`config.mk`:
```
export PLATFORM = sky130hd
export DESIGN_NAME = byte_substring_search
export DESIGN_NICKNAME = d
export VERILOG_FILES = /design/src/rtl/sbs_pkg.sv /design/src/rtl/sbs_cell.sv /design/src/rtl/sbs_out_buf.sv /design/src/rtl/byte_substring_search.sv
export SDC_FILE = /design/constraint.sdc
export NUM_CORES = 1
export LEC_CHECK = 0
export ABC_AREA = 1
export BUFFER_PORTS_ARGS = -buffer_cell sky130_fd_sc_hd__buf_2
export CORE_MARGIN = 8
export CORE_UTILIZATION = 55
export DETAILED_ROUTE_END_ITERATION = 8
export GPL_ROUTABILITY_DRIVEN = 0
export MAX_ROUTING_LAYER = met4
export PLACE_DENSITY = 0.71
export REMOVE_ABC_BUFFERS = 1
export SLEW_MARGIN = 20
export SYNTH_ARGS = -nofsm -noshare
export SYNTH_HDL_FRONTEND = slang
export SYNTH_SLANG_ARGS = --single-unit
```
`constraint.sdc`:
```
create_clock -name clk -period 11.95 [get_ports clk]
set_clock_uncertainty 0.05 [all_clocks]
set_input_delay 3.585 -clock clk [delete_from_list [all_inputs] [get_ports clk]]
set_output_delay 3.585 -clock clk [all_outputs]
set_load 0.05 [all_outputs]
```
`src/rtl/sbs_pkg.sv`:
```
// Shared constants, codes and types for the byte substring search block.
package sbs_pkg;

  // Needle capacity and derived widths
  localparam int unsigned MAX_NEEDLE = 16;
  localparam int unsigned CNT_W      = $clog2(MAX_NEEDLE + 1);
  localparam int unsigned HAY_W      = 31;
  localparam int unsigned IDX_W      = 32;

  // Item kinds carried on in_tuser
  localparam logic [1:0] KIND_NEEDLE   = 2'd0;
  localparam logic [1:0] KIND_HAYSTACK = 2'd1;
  localparam logic [1:0] KIND_END      = 2'd2;

  // Match index reported when there is no occurrence
  localparam logic [IDX_W-1:0] NO_MATCH = '1;

  // Shift controls common to every cell of the chain
  typedef struct packed {
    logic needle_shift;
    logic hay_shift;
  } sbs_ctl_t;

  // One search result
  typedef struct packed {
    logic             needle_truncated;
    logic [IDX_W-1:0] match_index;
    logic             found;
  } sbs_result_t;

endpackage

```
`src/rtl/sbs_cell.sv`:
```
// One compare cell: holds a needle byte and a window byte, passes both along the chain.
module sbs_cell (
  input  logic              clk,
  input  sbs_pkg::sbs_ctl_t ctl,
  input  logic              active,
  input  logic [7:0]        needle_in,
  input  logic [7:0]        hay_in,
  output logic [7:0]        needle_q,
  output logic [7:0]        hay_q,
  output logic              hit
);
  import sbs_pkg::*;

  logic [7:0] needle_r;
  logic [7:0] recent_r;

  // Advance the needle byte on load, the window byte on a haystack beat
  always_ff @(posedge clk) begin
    if (ctl.needle_shift) begin
      needle_r <= needle_in;
    end
    if (ctl.hay_shift) begin
      recent_r <= hay_in;
    end
  end

  // Compare against the window byte this cell takes on the current beat
  assign hit      = !active || (needle_r == hay_in);
  assign needle_q = needle_r;
  assign hay_q    = recent_r;

endmodule

```
`src/rtl/sbs_out_buf.sv`:
```
// Result register with a skid stage so the input side never waits on out_tready directly.
module sbs_out_buf (
  input  logic                 clk,
  input  logic                 rst_n,
  input  logic                 push,
  input  sbs_pkg::sbs_result_t push_data,
  output logic                 push_ready,
  output logic                 out_valid,
  output sbs_pkg::sbs_result_t out_data,
  input  logic                 out_ready
);
  import sbs_pkg::*;

  logic        out_valid_r;
  logic        skid_valid_r;
  sbs_result_t out_data_r;
  sbs_result_t skid_data_r;
  logic        out_free;

  assign out_free = !out_valid_r || out_ready;

  // Control: refill the output from the skid first, else from a new push
  always_ff @(posedge clk) begin
    if (!rst_n) begin
      out_valid_r  <= 1'b0;
      skid_valid_r <= 1'b0;
    end else if (out_free) begin
      out_valid_r  <= skid_valid_r || push;
      skid_valid_r <= 1'b0;
    end else if (push) begin
      skid_valid_r <= 1'b1;
    end
  end

  // Payload: no reset needed
  always_ff @(posedge clk) begin
    if (out_free) begin
      out_data_r <= skid_valid_r ? skid_data_r : push_data;
    end else if (push) begin
      skid_data_r <= push_data;
    end
  end

  assign push_ready = !skid_valid_r;
  assign out_valid  = out_valid_r;
  assign out_data   = out_data_r;

endmodule

```
`src/rtl/byte_substring_search.sv`:
```
// Top level: streamed first-occurrence substring search over a chain of compare cells.
//
//  channel | ports                         | contents
//  --------+-------------------------------+------------------------------------------
//  input   | in_tvalid/in_tready           | tuser[1:0] kind, tdata[7:0] data_byte
//  result  | out_tvalid/out_tready         | tuser[0] found, tuser[1] needle_truncated,
//          |                               | tdata[31:0] match_index
//  config  | cfg_wr_en/cfg_wr_data         | start_position (signed 32 bits)
//
// One beat per cycle while in_tready is high: each needle or haystack byte is folded
// into the cell chain in the cycle it is taken; the end beat's result is registered.
// Synchronous active-low reset clears counts and flags; no clearing pass.
// A stalled result sits in the output register, a second one in the skid stage;
// in_tready drops only while the skid stage holds a result.
module byte_substring_search (
  input  logic        clk,
  input  logic        rst_n,
  input  logic        in_tvalid,
  output logic        in_tready,
  input  logic [7:0]  in_tdata,    // [7:0] data_byte
  input  logic [1:0]  in_tuser,    // [1:0] kind
  output logic        out_tvalid,
  input  logic        out_tready,
  output logic [31:0] out_tdata,   // [31:0] match_index
  output logic [1:0]  out_tuser,   // [0] found, [1] needle_truncated
  input  logic        cfg_wr_en,
  input  logic [31:0] cfg_wr_data  // start_position
);
  import sbs_pkg::*;

  logic [IDX_W-1:0] start_r;
  logic [CNT_W-1:0] needle_count_r;
  logic             overflow_r;
  logic [HAY_W-1:0] hay_count_r;
  logic             match_seen_r;
  logic [HAY_W-1:0] first_match_r;

  logic             take;
  logic             is_needle;
  logic             is_hay;
  logic             is_end;
  logic             needle_room;
  logic             hay_room;
  sbs_ctl_t         ctl;

  logic [7:0]            needle_link [MAX_NEEDLE+1];
  logic [7:0]            hay_link    [MAX_NEEDLE+1];
  logic [MAX_NEEDLE-1:0] hit;

  logic [HAY_W-1:0] start_off;
  logic [IDX_W-1:0] pos_plus1;
  logic [IDX_W-1:0] start_plus_n;
  logic [IDX_W-1:0] first_pos;
  logic             match_now;
  logic [HAY_W-1:0] empty_idx;
  sbs_result_t      result;
  sbs_result_t      out_res;

  // Decode the beat
  assign take        = in_tvalid && in_tready;
  assign is_needle   = take && (in_tuser == KIND_NEEDLE);
  assign is_hay      = take && (in_tuser == KIND_HAYSTACK);
  assign is_end      = take && (in_tuser == KIND_END);
  assign needle_room = (needle_count_r < CNT_W'(MAX_NEEDLE));
  assign hay_room    = (hay_count_r != '1);

  assign ctl.needle_shift = is_needle && needle_room;
  assign ctl.hay_shift    = is_hay && hay_room;

  // Cell chain: newest needle byte and newest haystack byte enter at cell 0
  assign needle_link[0] = in_tdata;
  assign hay_link[0]    = in_tdata;

  for (genvar j = 0; j < MAX_NEEDLE; j++) begin : g_cell
    sbs_cell u_cell (
      .clk       (clk),
      .ctl       (ctl),
      .active    (CNT_W'(j) < needle_count_r),
      .needle_in (needle_link[j]),
      .hay_in    (hay_link[j]),
      .needle_q  (needle_link[j+1]),
      .hay_q     (hay_link[j+1]),
      .hit       (hit[j])
    );
  end

  // Window check: the occurrence must start at or after the start offset
  assign start_off    = start_r[IDX_W-1] ? '0 : start_r[HAY_W-1:0];
  assign pos_plus1    = {1'b0, hay_count_r} + IDX_W'(1);
  assign start_plus_n = {1'b0, start_off} + IDX_W'(needle_count_r);
  assign first_pos    = pos_plus1 - IDX_W'(needle_count_r);
  assign match_now    = ctl.hay_shift && (needle_count_r != '0) && !match_seen_r &&
                        (pos_plus1 >= start_plus_n) && (&hit);

  // Build the end result
  assign empty_idx = (start_off > hay_count_r) ? hay_count_r : start_off;

  always_comb begin
    result.needle_truncated = overflow_r;
    if (needle_count_r == '0) begin
      result.found       = 1'b1;
      result.match_index = {1'b0, empty_idx};
    end else if (match_seen_r) begin
      result.found       = 1'b1;
      result.match_index = {1'b0, first_match_r};
    end else begin
      result.found       = 1'b0;
      result.match_index = NO_MATCH;
    end
  end

  // Hold the start register
  always_ff @(posedge clk) begin
    if (!rst_n) begin
      start_r <= '0;
    end else if (cfg_wr_en) begin
      start_r <= cfg_wr_data;
    end
  end

  // Advance counts and flags; drop everything on the end beat
  always_ff @(posedge clk) begin
    if (!rst_n || is_end) begin
      needle_count_r <= '0;
      overflow_r     <= 1'b0;
      hay_count_r    <= '0;
      match_seen_r   <= 1'b0;
      first_match_r  <= '0;
    end else begin
      if (ctl.needle_shift) begin
        needle_count_r <= needle_count_r + CNT_W'(1);
      end
      if (is_needle && !needle_room) begin
        overflow_r <= 1'b1;
      end
      if (ctl.hay_shift) begin
        hay_count_r <= hay_count_r + HAY_W'(1);
      end
      if (match_now) begin
        match_seen_r  <= 1'b1;
        first_match_r <= first_pos[HAY_W-1:0];
      end
    end
  end

  // Output register and skid stage
  sbs_out_buf u_out_buf (
    .clk        (clk),
    .rst_n      (rst_n),
    .push       (is_end),
    .push_data  (result),
    .push_ready (in_tready),
    .out_valid  (out_tvalid),
    .out_data   (out_res),
    .out_ready  (out_tready)
  );

  assign out_tdata = out_res.match_index;
  assign out_tuser = {out_res.needle_truncated, out_res.found};

`ifndef NO_ASSERTIONS
  // Input side stalls only while two results are queued
  a_stall_needs_result: assert property (@(posedge clk) disable iff (!rst_n)
    !in_tready |-> out_tvalid)
    else $error("input stalled with no result pending");

  // Needle count never passes the cell count
  a_count_bound: assert property (@(posedge clk) disable iff (!rst_n)
    needle_count_r <= CNT_W'(MAX_NEEDLE))
    else $error("needle count beyond capacity");

  // A recorded match implies a needle and a start inside the haystack seen
  a_match_sane: assert property (@(posedge clk) disable iff (!rst_n)
    match_seen_r |-> (needle_count_r != '0) && (first_match_r < hay_count_r))
    else $error("inconsistent match record");

  // The end beat leaves the search state cleared
  a_end_clears: assert property (@(posedge clk) disable iff (!rst_n)
    is_end |=> (needle_count_r == '0) && !match_seen_r && (hay_count_r == '0))
    else $error("search state not cleared after end beat");
`endif

endmodule
```
Word-level counts from Yosys, hierarchy flattened
Cells that the tools add are included.

storage, ports and cells
  input port bits = 47
  word-level logic and storage cells = 152
  register bits = 419

operators by class
  reductions and logical operators = 57
  bitwise gates (word level) = 2
  add/sub/neg operators = 5
  magnitude comparators = 19
  mux-type cells = 5
  equality and inequality tests = 19

operators with widths
  operator               count
  $eq 8x8->1             16
  $mux 33                2
  $mux 31                2
  $lt 4x5->1 const A     8
  $mux 34                1
  $add 31x1->32 const B  1
  $add 31x5->32          1
  $ge 32x32->1           1
  $add 31x1->31 const B  1
  $gt 31x31->1           1
  $ne 31x31->1 const B   1
  $sub 31x5->31          1
  $logic_not 1->1        21
  $lt 3x5->1 const A     4
  $logic_or 1x1->1       19
  $reduce_and 16->1      1
  $logic_and 1x1->1      11
  $lt 1x5->1 const A     2
  $lt 2x5->1 const A     2
  $add 5x1->5 const B    1
  $logic_not 5->1        1
  $lt 5x5->1 const B     1
  $reduce_bool 5->1      1
  $eq 2x1->1 const B     1
  other kinds (5)        6

Depth between registers and ports, before layout
  word-level depth = 8
  mapped depth = 33
  mapped depth without buffers = 30

By module
A second synthesis with hierarchy kept.

unflattened totals
  cell total of the unflattened synthesis = 2,492
  area total of the unflattened synthesis = 21,832.2 um^2

by module, submodules not included
  module                 instances  area an instance (um^2)  cells an instance  seq. area each (um^2)
  sbs_cell               16         620.6                    48                 480.5
  byte_substring_search  1          9,253.9                  1,535              2,021.9
  sbs_out_buf            1          2,648.8                  189                2,082.0

Least setup slack after synthesis
No wires, ideal clock.

  path type = in2reg
  start = input port in_tuser[0]
  end = register g_cell[0].u_cell.recent_r[0] (enable)
  arrival = 7.552 ns
  stages = 5
  path slack = 3.817 ns
  buffers on the path = 1
  path through = inv_1 -> nor3_1 -> nand2_1 -> inv_1 -> clkbuf_1

RTL lines
  item                    RTL line                     source
  start: declaration      byte_substring_search.sv:21  input logic [1:0] in_tuser,
  end signal: assignment  sbs_cell.sv:23               recent_r <= hay_in;
  end: declaration        sbs_cell.sv:15               logic [7:0] recent_r;

Final worst setup path
  start = input port in_tvalid
  end = register g_cell[7].u_cell.recent_r[5] (enable)

between the ends
  longest elaborated chain between the ends = 3

RTL lines
  item                    RTL line                     source
  start: declaration      byte_substring_search.sv:18  input logic in_tvalid,
  $logic_and 1x1->1       byte_substring_search.sv:60  assign take = in_tvalid && in_tready;
  $logic_and 1x1->1       byte_substring_search.sv:62  assign is_hay = take && (in_tuser == KIND_HAYSTACK);
  $logic_and 1x1->1       byte_substring_search.sv:68  assign ctl.hay_shift = is_hay && hay_room;
  end signal: assignment  sbs_cell.sv:23
  end: declaration        sbs_cell.sv:15

Every way passes these cells.
A chain may end at the register's enable or synchronous reset.

==> impl_results.md <==
- Pwr/cell area: 152 nW/um^2
- Final setup viols: 0
- Post CTS Setup Buffer Count: 0
- Die H: 213 um
- Area grow syn2layout: 10.9%
- Tcrit/Tclk final: 53.4%
- Least-Margin Pin Slew: 1.07 ns
- Avg Inst Size Synth: 8.86 um^2
- Reg-to-reg critical path endpoint: first_match_r[27]
- CP Launch Type: input pin
- Clk_lat worst skew: 0.58 ns
- Sequential area share after synthesis: 54.1%
- EDFF count, synth: 316
- Worst-path fanout max: 86
- Yosys top cell by area: edfxtp_1
- CTS Hold Bufs: 0
- Core area: 38,500 um^2
- Post_cts resized: 0
- Synth top area share: 44.5%
- Commonest non-fill, non-tap cells in the layout: 686 x nand2_1, 316 x edfxtp_1, 283 x inv_1
- Initial core utilization: 55.5%
- Antenna diode count: 0
- Fin nets: 2,613
- Fin Setup TNS: 0 ns
- CTS root buf: clkbuf_16
- Drt via density: 5.32
- Async SR Flop Fraction: 0%
- Clk buf depth: 3
- Post-detail-place hpwl: 36.1 mm
- Initial antenna violation count: 0
- Top cells by area, synth: edfxtp_1 44%, nand2_1 12%, dfxtp_1 9.7%, inv_1 5.0%, ha_1 4.3%
- Netlist cell types: 43
- Mapped Cells: 2,407
- DRC: 0
- Crit. Startpoint: in_tvalid
- Cell Area, Placed: 22,200 um^2
- Fraction of layout cells with a size suffix above 1: 8.87%
- Rel. slew slack: 28.6%
- Worst r2r src: start_r[31]
- Status: complete, no violations
- Final Hold Vio Count: 0
- RSZ-0062 raised after global routing: false
- Number of port buffers: 82
- Die Width: 213 um
- CTS H-tree lvls: 2
- Pins over their slew limit: 0
- DR vias: 16,200
- Maximum vdd ir drop: 0.164 mV
- R2r worst-path depth: 25
- Mapped Area: 21,300 um^2
- Top_reg_cell synth: edfxtp_1
- Routed WL: 48.7 mm
- CP Class: input pin to flop
- Clock transition at path regs: 0.06 ns
- Hold crit path type: flop to flop
- Min cycle time layout: 6.38 ns
- GRT Overall Usage: 22.2%
- First-pass GRT wire length: 77.8 mm
- DRT Pass-1 Iters: 5
- Setup slack, reg-to-reg: 6.14 ns
- Die Footprint: 45,300 um^2
- Vias in the first global route: 15,400
- Hold Startpoint: overflow_r
- Synth Register Bits: 419
- Detail Route Antenna Nets: 0
- Max Clk Rate: 0.157 GHz
- Yosys warns: 0
- Commonest non-fill, non-tap cell in the layout: nand2_1
- Initial DRC count: 1,742
- Routed wire per std cell: 16.0 um
- Rows: 72
- Max-cap violations: 0
- Clk sinks: 419
- CP Capture Type: flop
- Worst EP required: 12.09 ns
- CTS tree: built
- Cts bufs inserted: 44
- Final Cell Area: 23,600 um^2
- Pin count of the biggest net entering global routing: 87
- Worst Setup EP: g_cell[7].u_cell.hay_q[5]
- I/O pin count: 83
- CP arrival: 6.52 ns
- Grt ovf: 0
- Static Leak: 10.0 nW
report_power, final:
| group | internal, mW | switching (mW) | leakage [nW] |
|---|---|---|---|
| Clock | 0.755 | 0.558 | 0.675 |
| Combinational | 0.153 | 0.446 | 5.55 |
| Sequential | 1.65 | 0.0302 | 3.80 |
| Total | 2.56 | 1.03 | 10.0 |
per-layer routing:
| layer | vias to the layer above | GRT usage (%) | routed length [um] |
|---|---|---|---|
| met5 | - | - | 0 |
| met4 | 0 | 6.78 | 1350 |
| met1 | 7394 | 30.8 | 21700 |
| met3 | 99 | 3.95 | 4430 |
| met2 | 657 | 33.0 | 21200 |
| li1 | 8029 | - | - |
metrics by stage:
step	utilization [%]	hold WS, ns	std cells	power (mW)	worst slack [ns]
3_5_place_dp	57.8	0.372	2962	2.30	4.44
2_1_floorplan	-	0.358	2353	2.12	3.89
6_report	61.5	0.387	3042	3.59	5.57
3_3_place_gp	57.8	0.360	2962	2.28	4.53
4_1_cts	61.5	0.386	3042	3.62	5.05
5_1_grt	61.5	0.396	3042	3.74	5.22
state kept, by name, indices dropped and copies added, names as in the netlist, 5 cells and up:
name and cells:
start_r 32, first_match_r 31, g_cell.u_cell.needle_q 128, u_out_buf.skid_data_r 34, g_cell.u_cell.hay_q 120, u_out_buf.out_data 34
hay_count_r 31, needle_count_r 5
area by class of cell:
type	count	area, um^2
clock inverters	14	146
well taps	518	648
repair buffers	91	478
fillers	3243	14800
flip-flops and latches	419	11600
inverters	297	1120
clock buffers	66	1250
multi-input cells	1637	8450
cells in the mapped netlist, types with 32 or more instances:
master,instances
nand3_1,129
nand2_1,687
edfxtp_1,316
xor2_1,38
clkbuf_1,39
nand4_1,32
inv_1,286
ha_1,74
a21oi_1,116
nor2_1,231
xnor2_1,95
o21ai_0,127
dfxtp_1,103
worst min-delay path by stage:
stage | to | cells past startpoint | slack [ns]
4_1_cts | u_out_buf.skid_data_r[33] | 0 | 0.39
6_report | u_out_buf.skid_data_r[33] | 0 | 0.39
5_1_grt | u_out_buf.skid_data_r[33] | 0 | 0.40
3_5_place_dp | u_out_buf.skid_data_r[33] | 0 | 0.37
3_3_place_gp | u_out_buf.skid_data_r[33] | 0 | 0.36
2_1_floorplan | u_out_buf.skid_data_r[33] | 0 | 0.36
logic make-up (layout without fill, tap and decap cells):
kind of cell | after synthesis | in the layout | share of synthesized area [%]
compound gates | 258 | 258 | 6.15
xor+xnor | 133 | 133 | 5.46
fa+ha+maj | 76 | 76 | 4.53
buf+inv | 351 | 468 | 6.30
flops | 419 | 419 | 54.1
simple gates | 1170 | 1170 | 23.4
worst max-delay path, stage by stage:
cell and delay [ns]:
buf_2 0.09, nand2_1 0.06, nor3_1 0.55, nand2_2 0.61, inv_6 0.78, buf_4 0.75
(Power assumes the default switching activity.)
